--- src/rtl/text_to_lcd_glyph_stream_macros.svh ---
// assertion macros used by the glyph stream emitter
`ifndef TEXT_TO_LCD_GLYPH_STREAM_MACROS_SVH
`define TEXT_TO_LCD_GLYPH_STREAM_MACROS_SVH

// same-cycle implication
`define TLG_ASSERT_SAME(label, ante, cons, msg) \
	label: assert property (@(posedge clk) disable iff (!arst_n) (ante) |-> (cons)) \
		else $error(msg);

// next-cycle implication
`define TLG_ASSERT_NEXT(label, ante, cons, msg) \
	label: assert property (@(posedge clk) disable iff (!arst_n) (ante) |=> (cons)) \
		else $error(msg);

`endif

--- src/rtl/tlg_pkg.sv ---
// package: types and constants of the text to lcd glyph stream
`timescale 1ns / 1ps

package tlg_pkg;

	localparam int SCREEN_WIDTH_DEF  = 176;
	localparam int SCREEN_HEIGHT_DEF = 220;
	localparam int GLYPH_COUNT_DEF   = 37;

	// items per drawn character: six register writes, one command, 16 lines
	localparam int ITEMS_PER_CHAR = 23;

	localparam logic [7:0] CODE_NEWLINE = 8'd10;
	localparam logic [7:0] CODE_FIRST   = 8'd32;
	localparam logic [7:0] CODE_LAST    = 8'd90;

	typedef enum logic [1:0] {
		KIND_REG  = 2'd0,
		KIND_CMD  = 2'd1,
		KIND_LINE = 2'd2
	} kind_t;

	localparam logic [7:0] REG_WIN_X_END   = 8'h36;
	localparam logic [7:0] REG_WIN_X_START = 8'h37;
	localparam logic [7:0] REG_WIN_Y_END   = 8'h38;
	localparam logic [7:0] REG_WIN_Y_START = 8'h39;
	localparam logic [7:0] REG_GRAM_X      = 8'h20;
	localparam logic [7:0] REG_GRAM_Y      = 8'h21;
	localparam logic [7:0] REG_GRAM_WRITE  = 8'h22;

	typedef enum logic [1:0] {
		CFG_ORIGIN_X   = 2'd0,
		CFG_ORIGIN_Y   = 2'd1,
		CFG_FORE_COLOR = 2'd2,
		CFG_BACK_COLOR = 2'd3
	} cfg_index_t;

	// one drawn character waiting for or under emission
	typedef struct packed {
		logic [7:0]  x;
		logic [15:0] y;
		logic [5:0]  glyph;
		logic        blank;
	} job_t;

	// font row request towards the glyph rom
	typedef struct packed {
		logic       en;
		logic [5:0] glyph;
		logic [2:0] row;
	} font_req_t;

	typedef struct packed {
		logic       hit;
		logic [5:0] idx;
	} glyph_map_t;

	// space -> 0, digits -> 1..10, letters -> 11..36
	function automatic glyph_map_t glyph_of(input logic [7:0] code);
		glyph_map_t g;
		g = '0;
		if (code == 8'd32) begin
			g.hit = 1'b1;
			g.idx = 6'd0;
		end else if (code >= 8'd48 && code <= 8'd57) begin
			g.hit = 1'b1;
			g.idx = 6'(code - 8'd47);
		end else if (code >= 8'd65 && code <= 8'd90) begin
			g.hit = 1'b1;
			g.idx = 6'(code - 8'd54);
		end
		return g;
	endfunction

endpackage

--- src/rtl/text_to_lcd_glyph_stream.sv ---
// top level of the text to lcd glyph stream
`timescale 1ns / 1ps

// Character generator for a window/GRAM driven lcd panel with an 8x8 font
// shown at twice its size. Each text item that draws a glyph yields 23
// output items: six window and GRAM address register writes, one GRAM write
// command and 16 line masks (tuser says which kind). A drawn character goes
// out one item per cycle while the receiver is ready, and back-to-back
// characters stream with no gap; the first character after idle passes the
// slot, the active job register, the font rom read and the output register.
// Newline, characters outside the printable range and characters while
// stopped are consumed and yield nothing. One drawn character can wait in a
// slot while the previous one is being sent, so the input stalls only when
// that slot is full. The cursor, its origin and the stopped flag sit in
// registers; the glyph rows come from a synchronous font rom read in the stage
// ahead of the output register. Colour registers are accepted on the
// configuration channel and are consumed by the pixel serializer downstream;
// the user must write configuration while the block is idle; it is not enforced.
module text_to_lcd_glyph_stream #(
	parameter int SCREEN_WIDTH  = tlg_pkg::SCREEN_WIDTH_DEF,
	parameter int SCREEN_HEIGHT = tlg_pkg::SCREEN_HEIGHT_DEF,
	parameter int GLYPH_COUNT   = tlg_pkg::GLYPH_COUNT_DEF
) (
	input  logic        clk,
	input  logic        arst_n,
	// input items
	input  logic        s_tvalid,
	output logic        s_tready,
	input  logic [7:0]  s_tdata,   // [7:0] char_code
	input  logic        s_tlast,   // string_end
	// output items
	output logic        m_tvalid,
	input  logic        m_tready,
	output logic [39:0] m_tdata,   // [7:0] reg_addr, [23:8] reg_value, [39:24] line_mask
	output logic [1:0]  m_tuser,   // [1:0] item_kind
	output logic        m_tlast,   // run_last
	// register writes
	input  logic        cfg_valid,
	output logic        cfg_ready,
	input  logic [1:0]  cfg_index,
	input  logic [15:0] cfg_data
);

	tlg_pkg::job_t      job;
	logic               job_valid, job_take;
	tlg_pkg::font_req_t font_req;
	logic [7:0]         font_row;
	logic [7:0]         out_addr;
	logic [15:0]        out_value, out_mask;

	// register writes never stall
	assign cfg_ready = 1'b1;

	// cursor tracking and the pending drawn character
	tlg_cursor #(
		.SCREEN_WIDTH  (SCREEN_WIDTH),
		.SCREEN_HEIGHT (SCREEN_HEIGHT),
		.GLYPH_COUNT   (GLYPH_COUNT)
	) u_cursor (
		.clk        (clk),
		.arst_n     (arst_n),
		.in_valid   (s_tvalid),
		.in_ready   (s_tready),
		.char_code  (s_tdata),
		.string_end (s_tlast),
		.cfg_valid  (cfg_valid),
		.cfg_index  (cfg_index),
		.cfg_data   (cfg_data),
		.job_valid  (job_valid),
		.job        (job),
		.job_take   (job_take)
	);

	// glyph rows, registered read
	tlg_font_rom u_font (
		.clk      (clk),
		.req      (font_req),
		.row_data (font_row)
	);

	// sequence of 23 items per character and the output register
	tlg_emitter u_emit (
		.clk       (clk),
		.arst_n    (arst_n),
		.job_valid (job_valid),
		.job       (job),
		.job_take  (job_take),
		.font_req  (font_req),
		.font_row  (font_row),
		.out_valid (m_tvalid),
		.out_ready (m_tready),
		.out_kind  (m_tuser),
		.out_addr  (out_addr),
		.out_value (out_value),
		.out_mask  (out_mask),
		.out_last  (m_tlast)
	);

	assign m_tdata = {out_mask, out_value, out_addr};

endmodule

--- src/rtl/tlg_font_rom.sv ---
// synchronous 8x8 font rom, one row per read
`timescale 1ns / 1ps

module tlg_font_rom (
	input  logic              clk,
	input  tlg_pkg::font_req_t req,
	output logic [7:0]        row_data
);

	localparam int FONT_ROWS = 37;

	// row 0 in the top byte
	localparam logic [63:0] FONT [FONT_ROWS] = '{
		64'h0000000000000000, 64'h3C666E7666663C00, 64'h1838181818183C00,
		64'h3C66061C30607E00, 64'h3C66061C06663C00, 64'h0C1C3C6C7E0C0C00,
		64'h7E607C0606663C00, 64'h1C30607C66663C00, 64'h7E66060C18181800,
		64'h3C66663C66663C00, 64'h3C66663E060C3800, 64'h183C66667E666600,
		64'h7C66667C66667C00, 64'h3C66606060663C00, 64'h786C6666666C7800,
		64'h7E60607C60607E00, 64'h7E60607C60606000, 64'h3C66606E66663C00,
		64'h6666667E66666600, 64'h3C18181818183C00, 64'h1E0C0C0C0C6C3800,
		64'h666C7870786C6600, 64'h6060606060607E00, 64'h63777F6B63636300,
		64'h66767E7E6E666600, 64'h3C66666666663C00, 64'h7C66667C60606000,
		64'h3C6666666E6C3600, 64'h7C66667C786C6600, 64'h3C6630180C663C00,
		64'h7E18181818181800, 64'h6666666666663C00, 64'h66666666663C1800,
		64'h6363636B7F776300, 64'h66663C183C666600, 64'h66663C1818181800,
		64'h7E060C1830607E00
	};

	logic [7:0] row_q;
	logic [63:0] glyph_bits;

	always_comb begin
		glyph_bits = '0;
		if (req.glyph < 6'(FONT_ROWS)) begin
			glyph_bits = FONT[req.glyph];
		end
	end

	always_ff @(posedge clk) begin
		if (req.en) begin
			row_q <= glyph_bits[6'd63 - {req.row, 3'b000} -: 8];
		end
	end

	assign row_data = row_q;

endmodule

--- src/rtl/tlg_cursor.sv ---
// text cursor, origin registers and the one-deep pending character slot
`timescale 1ns / 1ps

module tlg_cursor #(
	parameter int SCREEN_WIDTH  = tlg_pkg::SCREEN_WIDTH_DEF,
	parameter int SCREEN_HEIGHT = tlg_pkg::SCREEN_HEIGHT_DEF,
	parameter int GLYPH_COUNT   = tlg_pkg::GLYPH_COUNT_DEF
) (
	input  logic          clk,
	input  logic          arst_n,
	input  logic          in_valid,
	output logic          in_ready,
	input  logic [7:0]    char_code,
	input  logic          string_end,
	input  logic          cfg_valid,
	input  logic [1:0]    cfg_index,
	input  logic [15:0]   cfg_data,
	output logic          job_valid,
	output tlg_pkg::job_t job,
	input  logic          job_take
);

	localparam logic [9:0]  W_LIM = 10'(SCREEN_WIDTH);
	localparam logic [16:0] H_LIM = 17'(SCREEN_HEIGHT);
	localparam logic [6:0]  G_LIM = 7'(GLYPH_COUNT);

	logic [7:0]    origin_x_q, origin_y_q, col_q;
	logic [15:0]   row_q;
	logic          stopped_q, pend_valid_q;
	tlg_pkg::job_t pend_q;

	logic               accept, drawable, do_draw;
	tlg_pkg::glyph_map_t gmap;
	logic [8:0]         col_adv;
	logic [7:0]         col_n;
	logic [15:0]        row_n;
	logic               stop_n;

	function automatic logic [15:0] row_down(input logic [15:0] r);
		return (r > 16'd65519) ? 16'hFFFF : r + 16'd16;
	endfunction

	assign in_ready = !pend_valid_q || job_take;
	assign accept   = in_valid && in_ready;
	assign gmap     = tlg_pkg::glyph_of(char_code);
	assign drawable = (char_code >= tlg_pkg::CODE_FIRST) && (char_code <= tlg_pkg::CODE_LAST);
	assign do_draw  = accept && !stopped_q && drawable && (char_code != tlg_pkg::CODE_NEWLINE);

	always_comb begin
		col_n   = col_q;
		row_n   = row_q;
		stop_n  = stopped_q;
		col_adv = {1'b0, col_q} + 9'd16;
		if (!stopped_q) begin
			if (char_code == tlg_pkg::CODE_NEWLINE) begin
				col_n = origin_x_q;
				row_n = row_down(row_q);
			end else begin
				if ({1'b0, col_adv} + 10'd16 > W_LIM) begin
					col_n = origin_x_q;
					row_n = row_down(row_q);
				end else begin
					col_n = col_adv[7:0];
				end
				if ({1'b0, row_n} + 17'd16 > H_LIM) begin
					stop_n = 1'b1;
				end
			end
		end
		if (string_end) begin
			col_n  = origin_x_q;
			row_n  = {8'd0, origin_y_q};
			stop_n = 1'b0;
		end
	end

	always_ff @(posedge clk or negedge arst_n) begin
		if (!arst_n) begin
			origin_x_q   <= '0;
			origin_y_q   <= '0;
			col_q        <= '0;
			row_q        <= '0;
			stopped_q    <= 1'b0;
			pend_valid_q <= 1'b0;
		end else begin
			if (accept) begin
				col_q     <= col_n;
				row_q     <= row_n;
				stopped_q <= stop_n;
			end
			if (do_draw) begin
				pend_valid_q <= 1'b1;
			end else if (job_take) begin
				pend_valid_q <= 1'b0;
			end
			// colour registers belong to the pixel serializer downstream
			if (cfg_valid) begin
				case (cfg_index)
					tlg_pkg::CFG_ORIGIN_X: begin
						origin_x_q <= cfg_data[7:0];
						col_q      <= cfg_data[7:0];
					end
					tlg_pkg::CFG_ORIGIN_Y: begin
						origin_y_q <= cfg_data[7:0];
						row_q      <= {8'd0, cfg_data[7:0]};
					end
					default: begin
					end
				endcase
			end
		end
	end

	always_ff @(posedge clk) begin
		if (do_draw) begin
			pend_q.x     <= col_q;
			pend_q.y     <= row_q;
			pend_q.glyph <= gmap.idx;
			pend_q.blank <= !gmap.hit || ({1'b0, gmap.idx} >= G_LIM);
		end
	end

	assign job_valid = pend_valid_q;
	assign job       = pend_q;

endmodule

--- src/rtl/tlg_emitter.sv ---
// item sequencer, font read stage and output register
`timescale 1ns / 1ps

`include "text_to_lcd_glyph_stream_macros.svh"

module tlg_emitter (
	input  logic               clk,
	input  logic               arst_n,
	input  logic               job_valid,
	input  tlg_pkg::job_t      job,
	output logic               job_take,
	output tlg_pkg::font_req_t font_req,
	input  logic [7:0]         font_row,
	output logic               out_valid,
	input  logic               out_ready,
	output logic [1:0]         out_kind,
	output logic [7:0]         out_addr,
	output logic [15:0]        out_value,
	output logic [15:0]        out_mask,
	output logic               out_last
);

	localparam logic [4:0] CNT_LAST  = 5'(tlg_pkg::ITEMS_PER_CHAR - 1);
	localparam logic [4:0] CNT_LINE0 = 5'd7;

	typedef struct packed {
		tlg_pkg::kind_t kind;
		logic [7:0]     addr;
		logic [15:0]    value;
		logic           last;
		logic           blank;
	} desc_t;

	logic          busy_q;
	logic [4:0]    cnt_q;
	tlg_pkg::job_t act_q;
	logic          valid_s1;
	desc_t         desc_s1;
	desc_t         desc_n;
	logic          out_valid_q;
	logic          adv;
	logic [4:0]    line_idx;

	function automatic logic [15:0] double_bits(input logic [7:0] b);
		logic [15:0] m;
		m = '0;
		for (int i = 0; i < 8; i++) begin
			m[2*i]   = b[i];
			m[2*i+1] = b[i];
		end
		return m;
	endfunction

	assign adv      = !out_valid_q || out_ready;
	assign job_take = adv && job_valid && (!busy_q || cnt_q == CNT_LAST);
	assign line_idx = cnt_q - CNT_LINE0;

	always_comb begin
		desc_n       = '0;
		desc_n.blank = act_q.blank;
		case (cnt_q)
			5'd0: begin
				desc_n.kind  = tlg_pkg::KIND_REG;
				desc_n.addr  = tlg_pkg::REG_WIN_X_END;
				desc_n.value = {8'd0, act_q.x} + 16'd15;
			end
			5'd1: begin
				desc_n.kind  = tlg_pkg::KIND_REG;
				desc_n.addr  = tlg_pkg::REG_WIN_X_START;
				desc_n.value = {8'd0, act_q.x};
			end
			5'd2: begin
				desc_n.kind  = tlg_pkg::KIND_REG;
				desc_n.addr  = tlg_pkg::REG_WIN_Y_END;
				desc_n.value = act_q.y + 16'd15;
			end
			5'd3: begin
				desc_n.kind  = tlg_pkg::KIND_REG;
				desc_n.addr  = tlg_pkg::REG_WIN_Y_START;
				desc_n.value = act_q.y;
			end
			5'd4: begin
				desc_n.kind  = tlg_pkg::KIND_REG;
				desc_n.addr  = tlg_pkg::REG_GRAM_X;
				desc_n.value = {8'd0, act_q.x};
			end
			5'd5: begin
				desc_n.kind  = tlg_pkg::KIND_REG;
				desc_n.addr  = tlg_pkg::REG_GRAM_Y;
				desc_n.value = act_q.y;
			end
			5'd6: begin
				desc_n.kind = tlg_pkg::KIND_CMD;
				desc_n.addr = tlg_pkg::REG_GRAM_WRITE;
			end
			default: begin
				desc_n.kind = tlg_pkg::KIND_LINE;
				desc_n.last = (cnt_q == CNT_LAST);
			end
		endcase
	end

	// each font row goes out on two consecutive lines
	assign font_req.en    = adv;
	assign font_req.glyph = act_q.glyph;
	assign font_req.row   = line_idx[3:1];

	always_ff @(posedge clk or negedge arst_n) begin
		if (!arst_n) begin
			busy_q      <= 1'b0;
			cnt_q       <= '0;
			valid_s1    <= 1'b0;
			out_valid_q <= 1'b0;
		end else if (adv) begin
			valid_s1    <= busy_q;
			out_valid_q <= valid_s1;
			if (job_take) begin
				busy_q <= 1'b1;
				cnt_q  <= '0;
			end else if (busy_q) begin
				if (cnt_q == CNT_LAST) begin
					busy_q <= 1'b0;
					cnt_q  <= '0;
				end else begin
					cnt_q <= cnt_q + 5'd1;
				end
			end
		end
	end

	always_ff @(posedge clk) begin
		if (job_take) begin
			act_q <= job;
		end
		if (adv) begin
			desc_s1   <= desc_n;
			out_kind  <= desc_s1.kind;
			out_addr  <= desc_s1.addr;
			out_value <= desc_s1.value;
			out_last  <= desc_s1.last;
			out_mask  <= (desc_s1.kind == tlg_pkg::KIND_LINE && !desc_s1.blank)
				? double_bits(font_row) : 16'd0;
		end
	end

	assign out_valid = out_valid_q;

	`TLG_ASSERT_SAME(a_take_needs_job, job_take, job_valid, "job taken from an empty slot")
	`TLG_ASSERT_SAME(a_cnt_bound, busy_q, cnt_q <= CNT_LAST, "item counter past last item")
	`TLG_ASSERT_NEXT(a_last_line, adv && busy_q && cnt_q == CNT_LAST, valid_s1 && desc_s1.last, "final line not marked")
	`TLG_ASSERT_SAME(a_last_is_line, out_valid_q && out_last, out_kind == tlg_pkg::KIND_LINE, "run end on a non-line item")

endmodule

--- config.mk ---
export PLATFORM = sky130hd
export DESIGN_NAME = text_to_lcd_glyph_stream
export DESIGN_NICKNAME = d
export VERILOG_FILES = /design/src/rtl/tlg_pkg.sv /design/src/rtl/text_to_lcd_glyph_stream.sv /design/src/rtl/tlg_font_rom.sv /design/src/rtl/tlg_cursor.sv /design/src/rtl/tlg_emitter.sv
export VERILOG_INCLUDE_DIRS = /design/src /design/src/rtl
export SDC_FILE = /design/constraint.sdc
export NUM_CORES = 1
export LEC_CHECK = 0
export ABC_AREA = 1
export BUFFER_PORTS_ARGS = -buffer_cell sky130_fd_sc_hd__buf_2
export CELL_PAD_IN_SITES_DETAIL_PLACEMENT = 1
export CELL_PAD_IN_SITES_GLOBAL_PLACEMENT = 2
export CORE_ASPECT_RATIO = 1.4
export CORE_UTILIZATION = 37
export CTS_CLUSTER_DIAMETER = 80
export CTS_CLUSTER_SIZE = 40
export DETAILED_ROUTE_END_ITERATION = 16
export PLACE_DENSITY_LB_ADDON = 0.3
export SYNTH_ARGS = -nofsm -noshare
export SYNTH_HDL_FRONTEND = slang
export SYNTH_SLANG_ARGS = --single-unit
--- constraint.sdc ---
create_clock -name clk -period 3.55 [get_ports clk]
set_input_delay 0.5325 -clock clk [delete_from_list [all_inputs] [get_ports clk]]
set_output_delay 0.5325 -clock clk [all_outputs]
set_load 0.03 [all_outputs]
==> results of run 1 <==
[critical path, stage by stage (launching register included)]
cell,delay (ns)
dfrtp_1,0.54
ha_1,0.23
inv_1,0.04
nand2_1,0.10
nand2_1,0.09
nor2_1,0.12
a21oi_2,0.07
buf_4,0.18
nand2_2,0.23
inv_2,0.13
nand2_4,0.15
nand2_4,0.10
inv_4,0.13
nand2_4,0.08
nand2_2,0.11
inv_2,0.13
a22oi_1,0.20
nor2_1,0.06
[synth_stat cells, types with 3 or more instances]
cell,n
inv_1,159
ha_1,26
nor4_1,4
a21oi_1,59
dfrtp_1,50
o31ai_1,8
nand4_1,11
o2111ai_1,4
buf_2,11
clkinv_1,3
a32o_1,3
o21ai_0,97
o221ai_1,7
buf_6,4
or2_2,6
nand3_1,65
xnor2_1,5
o211ai_1,9
edfxtp_1,127
xor2_1,8
a31oi_1,9
nor3_1,27
nor2_2,5
o22ai_1,20
a22oi_1,7
inv_2,9
o311ai_0,11
clkbuf_1,19
buf_4,13
o21ai_1,15
nor2_1,134
nand2_1,240
nand2_2,7
nand2_4,5
[sequential cells by signal (all words and copies together), names as in the netlist, 8 cells and up]
name and flops:
u_emit.act_q 25, u_cursor.job 31, u_cursor.origin_x_q 8, u_emit.desc_s1 26
u_emit.out_value 16, u_cursor.row_q 16, u_cursor.col_q 8, u_cursor.origin_y_q 8
[worst paths after layout]
kind	from	to	slack [ns]	cells after the start
setup / recovery	u_cursor.col_q[5]	u_cursor.row_q[9]	0.70	17
hold / removal	arst_n	u_cursor.row_q[2]	0.24	1
setup reg to reg	u_cursor.col_q[5]	u_cursor.row_q[9]	0.70	17
hold reg to reg	u_cursor.job[3]	u_emit.font_req[5]	0.41	0
max in group asynchronous	arst_n	u_cursor.row_q[15]	2.52	2
min in group clk	cfg_data[1]	u_cursor.origin_x_q[1]	0.32	3
[metal layers]
layer | routed length (um) | vias to the layer above | track usage, % | share of wire [%]
met5 | 0 | - | 0 | 0
met4 | 1240 | 0 | 11.5 | 4.0
met3 | 820 | 64 | 2.60 | 2.6
met2 | 16500 | 179 | 43.9 | 53
met1 | 12600 | 4253 | 26.2 | 40
li1 | - | 4268 | - | -
[per-stage QoR]
stage | instances | power [mW] | setup WS [ns] | util [%] | hold slack, ns
floorplan | 1220 | 5.20 | 0.243 | - | 0.237
global placement | 1632 | 6.07 | 0.751 | 40.7 | 0.401
detailed placement | 1632 | 6.14 | 0.694 | 40.7 | 0.406
CTS | 1664 | 8.11 | 0.675 | 43.0 | 0.269
global route | 1664 | 8.57 | 0.317 | 43.0 | 0.292
finish | 1664 | 8.04 | 0.696 | 43.0 | 0.239
[cells by family (layout without fill, tap and decap cells)]
| kind of cell | after synthesis | in the layout |
|---|---|---|
| compound gates | 264 | 264 |
| flops | 177 | 177 |
| simple gates | 514 | 514 |
| fa+ha+maj | 26 | 26 |
| xor+xnor | 13 | 13 |
| other cells | 2 | 5 |
| buf+inv | 221 | 300 |
[power breakdown]
part,switching (mW),internal (mW)
clock,0.887,1.08
sequential,0.291,2.80
combinational,2.04,0.944
total,3.21,4.82
[final cells by class]
type / count / area, sq um
clock inverter: 14 / 185
sequential: 177 / 5060
clock buffer: 18 / 429
fill: 3302 / 15400
tap: 365 / 457
timing repair buffer: 96 / 561
inverter: 172 / 648
multi-input combinational: 822 / 4270
==> results.ini, run 1 <==
[yosys]
synth_cells=1217
synth-compound-area-share_pct=15.3
yosys_most_used_dff=edfxtp_1
yosysTopAreaCell=edfxtp_1
synth_fa_ha_area_share_pct=3.18
synth.area.mux_share_pct=0
synth_top_cell_area_share_pct=37.2
async_reset_ff_share_pct=28.2
synth_xor_area_share_pct=1.11
netlist_top_cells_area=edfxtp_1, dfrtp_1, nand2_1, inv_1, nor2_1
synth_cell_types=58
yosys_warnings=0
synth_top_family_by_area=simple AND/OR/NAND/NOR gates
ys_seq_area_share_pct=49.4
yosys.area_share.simple_pct=21.8
synth_edf_count=127
synthesis.area_sq_um=10200
synth_area_per_cell_sq_um=8.42
yosys_register_bits=177

[pwr]
p_leak_nw=5.14
ir_worst_vdd_mv=0.480
power_density_nw_per_um2=692

[setup_path]
worst-path-max-fanout=13
end_kind=register
cp-start-kind=register
crit_type=register to register
required_ns=3.84
arrival_ns=3.14

[detailed_routing]
wire_per_inst_um=18.7
vias=8764
firstDrtPassIters=5
via_per_inst=5.27
ant_nets=0
drcViolationCount=0
drt_iter0_markers=513
drt_wl_total_um=31200

[timing]
maxSlewViolCount=0
post-route-period-util_pct=80.4
worst_pin_slew_ns=0.949
finalCriticalPeriod_ns=2.85
fin_skew_ns=0.0177
hold_viol_final=0
max_freq_mhz=350
rsz0062_at_grt=false
fin_tns_setup_ns=0
setup_viol=0
maxSlewHeadroom_pct=36.7

[floorplan]
start_util_pct=37.9
die_h_um=199
fp-row-count=71
dieArea_sq_um=28400
die_w_um=143
coreArea_sq_um=27000
io_pins=78

[placed_design]
place_area_sq_um=11000
gp_congestion=0.928
numPortBuffers=64
dp_hpwl_um=24000

[final_layout]
final_nets=1344
fin_area_sq_um=11600
syn_to_final_growth_pct=13.4
most-common-layout-cells=nand2_1, inv_1, nor2_1
n_antenna_cell=0
final_common_cell=nand2_1
drive_gt1_share_pct=13.3

[clock_network]
post_cts_buffers=0
insertion_delay_ns=0.44
clockRootBuffer=clkbuf_16
cts_buffer_depth=2
clkSlewWorstSetupHoldPaths_ns=0.08
hold_buffers=0
cts_buffers=17
numClockSinks=177
h-tree-depth=4
cts_tree=built
ctsResizeCount=0

[status]
status=finished clean

[global_routing]
antenna_found_initial=0
grt_pass1_vias=9240
grt_pass1_wl_um=50100
grt_max_degree=64
grt.overflow.total=0
gr-usage-all-layers_pct=23.5

[worst_hold_path]
hold_class=input port to asynchronous set/reset pin

[flow_run]
cap_violations=0

No activity file was read; power rests on OpenSTA's default activity.
==> run 2: changes to the inputs <==
--- a/config.mk
+++ b/config.mk
@@ -11,7 +11,7 @@
 export CELL_PAD_IN_SITES_DETAIL_PLACEMENT = 1
 export CELL_PAD_IN_SITES_GLOBAL_PLACEMENT = 2
 export CORE_ASPECT_RATIO = 1.4
-export CORE_UTILIZATION = 37
+export CORE_UTILIZATION = 34
 export CTS_CLUSTER_DIAMETER = 80
 export CTS_CLUSTER_SIZE = 40
 export DETAILED_ROUTE_END_ITERATION = 16
==> constraint.sdc (replaced) <==
create_clock -name clk -period 2.6 [get_ports clk]
set_input_delay 0.39 -clock clk [delete_from_list [all_inputs] [get_ports clk]]
set_output_delay 0.39 -clock clk [all_outputs]
set_load 0.03 [all_outputs]
==> run 2 against run 1 <==
Net effect:
- clock skew shrank 0.0057 ns
- cell area increased by 7.5%
- critical endpoint is now u_font.row_data[2]
- non-clock buffer count increased by 91
- critical path type unchanged
- combinational power grew 60%
- power rose by 42%
- fmax increased by 17%
- first-iteration DRC count down 5.3%
- flip-flop and latch count did not move
- sequential share of layout area fell by 3.0 points
- clock power is 27% higher
- sequential power rose by 36%
==> results.ini, run 2 (synthesis results as in run 1) <==
[detailed_routing]
drt_iter0_markers=486
ant_nets=0
via_per_inst=5.15
drt_wl_total_um=33800
wire_per_inst_um=19.1
vias=9115
drcViolationCount=0
firstDrtPassIters=5

[pwr]
ir_worst_vdd_mv=0.398
p_total_mw=11.4
power_density_nw_per_um2=916
p_leak_nw=5.60

[placed_design]
gp_congestion=0.955
dp_cells=1730
numPortBuffers=64
dp_hpwl_um=26600

[setup_path]
crit_type=register to register
r2r_start=u_emit.font_req[4]
arrival_ns=2.73
end_kind=register
cp-start-kind=register
required_ns=2.89
worst-path-max-fanout=7
cp-startpoint=u_emit.font_req[4]

[global_routing]
gr-usage-all-layers_pct=22.7
antenna_found_initial=0
grt_pass1_wl_um=53400
grt_max_degree=37
grt_pass1_vias=9768
grt.overflow.total=0

[clock_network]
insertion_delay_ns=0.43
cts_buffers=17
clockRootBuffer=clkbuf_16
cts_buffer_depth=2
clkSlewWorstSetupHoldPaths_ns=0.08
h-tree-depth=4
cts_tree=built
numClockSinks=177

[final_layout]
most-common-layout-cells=nand2_1, inv_1, nor2_1
final_common_cell=nand2_1
syn_to_final_growth_pct=21.9
n_antenna_cell=0
drive_gt1_share_pct=20.4
final_nets=1436
largest_register_ffs=31
fin_cells=1771

[floorplan]
fp-row-count=74
dieArea_sq_um=30800
io_pins=78
coreArea_sq_um=29400
die_w_um=149
start_util_pct=34.8
die_h_um=207

[timing]
setup_viol=0
post-route-period-util_pct=93.9
maxSlewViolCount=0
fin_tns_setup_ns=0
maxSlewHeadroom_pct=52.7
worst_pin_slew_ns=0.709
rsz0062_at_grt=true
fin_skew_ns=0.0120
finalCriticalPeriod_ns=2.44
max_freq_mhz=410
hold_ws_ns=0.198
hold_viol_final=0

[worst_hold_path]
min-delay-start=cfg_data[1]
hold_class=input port to register

[flow_run]
cap_violations=0

[status]
status=finished clean

[run 2: worst paths after layout]
check                           depth (start not counted)                      to  slack [ns]
worst max register to register                         12      u_font.row_data[2]        0.16
worst min-delay path                                    3  u_cursor.origin_x_q[1]        0.20
worst min register to register                          0         u_emit.act_q[9]        0.42
max in group asynchronous                               3  u_cursor.origin_y_q[3]        1.38
min in group asynchronous                               2         u_emit.cnt_q[1]        0.55
worst max-delay path                                   12      u_font.row_data[2]        0.16
[run 2: cell type report]
| type | count | area, sq um |
|---|---|---|
| clock inverter | 15 | 143 |
| sequential | 177 | 5070 |
| clock buffer | 17 | 425 |
| tap | 380 | 475 |
| inverter | 172 | 651 |
| timing repair buffer | 187 | 1360 |
| fill | 3543 | 17000 |
| multi-input combinational | 823 | 4370 |
[run 2: power breakdown]
part	leakage (nW)	internal, mW	switching (mW)
clock network	0.278	1.27	1.21
registers	1.85	3.83	0.365
logic	3.47	1.71	3.05
[run 2: repair_timing]
action / 4_1_cts / 5_1_grt
resized for setup: 2 / 32
pin swaps: 0 / 6
hold buffers: 1 / 0
setup buffers: 0 / 6
hold endpoints to repair: 8 / 0
gates cloned: 0 / 2
endpoints found under the setup margin: 2 / 58
[run 2: layer usage]
layer / part of all wire [%] / global-route usage (%)
met1: 39 / 24.7
met2: 55 / 42.7
met3: 1.6 / 2.48
met4: 4.6 / 11.5
met5: 0 / 0
[run 2: metrics by stage]
| step | util [%] | worst slack [ns] | instance area [sq um] |
|---|---|---|---|
| 3_3_place_gp | 39.9 | 0.0715 | 11700 |
| 6_report | 42.4 | 0.160 | 12500 |
| 4_1_cts | 41.9 | 0.0202 | 12300 |
| 3_5_place_dp | 39.9 | -0.0361 | 11700 |
| 5_1_grt | 42.4 | -0.0319 | 12500 |
| 2_1_floorplan | - | 0.122 | 10300 |
[run 2: critical path, cell delays in order, from the launching register on]
cell	delay, ns
edfxtp_1	0.45
buf_4	0.21
ha_1	0.20
nand2_1	0.07
inv_1	0.05
nand2_1	0.13
buf_4	0.14
inv_1	0.05
nor4_1	0.28
o21ai_0	0.19
a31oi_1	0.33
o31ai_1	0.10
nor2_1	0.10
==> run 3: changes to the inputs <==
--- a/config.mk
+++ b/config.mk
@@ -16,6 +16,7 @@
 export CTS_CLUSTER_SIZE = 40
 export DETAILED_ROUTE_END_ITERATION = 16
 export PLACE_DENSITY_LB_ADDON = 0.3
+export SETUP_SLACK_MARGIN = 0.2
 export SYNTH_ARGS = -nofsm -noshare
 export SYNTH_HDL_FRONTEND = slang
 export SYNTH_SLANG_ARGS = --single-unit
==> run 3 against run 2 <==
Net effect:
- clock-buffer cell count is the same
- routed wire length increased by 2.6%
- sequential share of layout area down 1.3 points
- first-iteration DRC count fell by 0.21%
- register-to-register slack improved by 0.02 ns
- fmax increased by 0.77%
- power rose by 6.6%
- sequential power hardly changed
- cell area grew 3.5%
- global-route usage grew 0.061 points
- critical path depth increased by 4
- core utilization up 1.5 points
==> results.ini, run 3 (synthesis results as in run 1) <==
[detailed_routing]
vias=9302
firstDrtPassIters=5
drt_iter0_markers=485
ant_nets=0
via_per_inst=5.27
wire_per_inst_um=19.7
drt_wl_total_um=34700
drcViolationCount=0

[timing]
maxSlewViolCount=0
post-route-period-util_pct=93.1
worst_pin_slew_ns=0.740
setup_viol=0
hold_viol_final=0
rsz0062_at_grt=true
max_freq_mhz=413
fin_skew_ns=0.0143
maxSlewHeadroom_pct=50.6
finalCriticalPeriod_ns=2.42

[placed_design]
dp_hpwl_um=26200
place_area_sq_um=11600
gp_congestion=0.954
numPortBuffers=64

[pwr]
p_leak_nw=5.71
power_density_nw_per_um2=944
p_total_mw=12.2
ir_worst_vdd_mv=0.475

[global_routing]
grt_pass1_wl_um=53400
grt_pass1_vias=9806
grt.overflow.total=0
gr-usage-all-layers_pct=22.8
antenna_found_initial=0
grt_max_degree=37

[setup_path]
cp-start-kind=register
critPathBufInv=2
slowest_stage=dfrtp_2
path_depth=16
end_kind=register
ff2ff_path_depth=16
crit_type=register to register
required_ns=2.91
r2r_start=u_cursor.col_q[4]
arrival_ns=2.73
path_cells=inv_2 -> ha_4 -> nor2_4 -> nand3_2 -> nand3_2 -> nand3_4 -> clkbuf_16 -> nand3_1 -> nand2_1 -> nand2_1 -> nand3_1 -> nor2b_1 -> nor2_1 -> nand3_1 -> nand2_1 -> a21oi_2
cp-startpoint=u_cursor.col_q[4]
cpPeakStageDelay_ns=0.45
crit_family=simple AND/OR/NAND/NOR gates
worst-path-max-fanout=5

[status]
status=finished clean

[clock_network]
cts_buffer_depth=2
cts_buffers=17
insertion_delay_ns=0.44
clkSlewWorstSetupHoldPaths_ns=0.07
cts_tree=built
clockRootBuffer=clkbuf_16
numClockSinks=177
h-tree-depth=4
hold_buffers=0

[floorplan]
fp-row-count=74
io_pins=78
die_h_um=207
coreArea_sq_um=29400
die_w_um=149
start_util_pct=34.8
dieArea_sq_um=30800

[final_layout]
most-common-layout-cells=nand2_1, inv_1, edfxtp_1
drive_gt1_share_pct=24.6
final_nets=1430
fin_area_sq_um=12900
syn_to_final_growth_pct=26.1
largest_register_ffs=31
final_core_util_pct=43.9
final_common_cell=nand2_1
n_antenna_cell=0

[worst_hold_path]
hold_class=input port to asynchronous set/reset pin

[flow_run]
cap_violations=0

==> run 3: cell types whose count changed in the layout (fill, tap and decap cells not counted), sizes merged <==
cell	previous run	this run
nand2	252	253
clkinv	11	9
bufinv	0	2
dlygate4sd3	1	0
inv	175	176
clkinvlp	1	0
buf	186	177
clkbuf	17	20
==> run 3: where the power goes <==
group / leakage, nW / switching (mW) / internal [mW]
logic: 3.56 / 3.32 / 1.95
clock network: 0.305 / 1.24 / 1.47
registers: 1.85 / 0.383 / 3.83
==> run 3: worst paths after layout <==
| check | endpoint | slack (ns) |
|---|---|---|
| worst max-delay path | u_cursor.stopped_q | 0.18 |
| worst min-delay path | u_emit.cnt_q[4] | 0.005 |
| worst max register to register | u_cursor.stopped_q | 0.18 |
| worst min register to register | u_emit.out_value[9] | 0.41 |
| max in group asynchronous | u_cursor.col_q[4] | 1.97 |
| min in group clk | u_cursor.col_q[7] | 0.19 |
==> run 3: per-layer routing <==
layer	vias up	global-route usage, %	wire, um
li1	4437	-	-
met1	4565	24.3	13100
met2	208	42.8	19000
met3	92	2.57	826
met4	0	12.5	1770
met5	-	0	0
==> run 3: what timing repair did <==
item                       4_1_cts  5_1_grt
setup endpoints to repair       29       65
pin swaps                        6       36
gates cloned                     2        4
gates resized for setup         24      124
setup buffers                    2       12
==> run 3: area by class of cell <==
type	count	area, sq um
fillers	3471	16500
flip-flops and latches	177	5070
multi-input cells	824	4690
repair buffers	180	1400
inverters	172	658
well taps	380	475
clock buffers	17	425
clock inverters	15	199
==> run 3: through the flow <==
stage	setup slack, ns	setup TNS [ns]	hold WS [ns]	cells
after detailed placement	0.0485	0	0.406	1713
after floorplan	0.237	0	0.0944	1220
after CTS	0.166	0	0.00341	1749
after global routing	-0.0199	-0.0199	0.0418	1765
final	0.178	0	0.00528	1765
after global placement	0.0616	0	0.401	1713
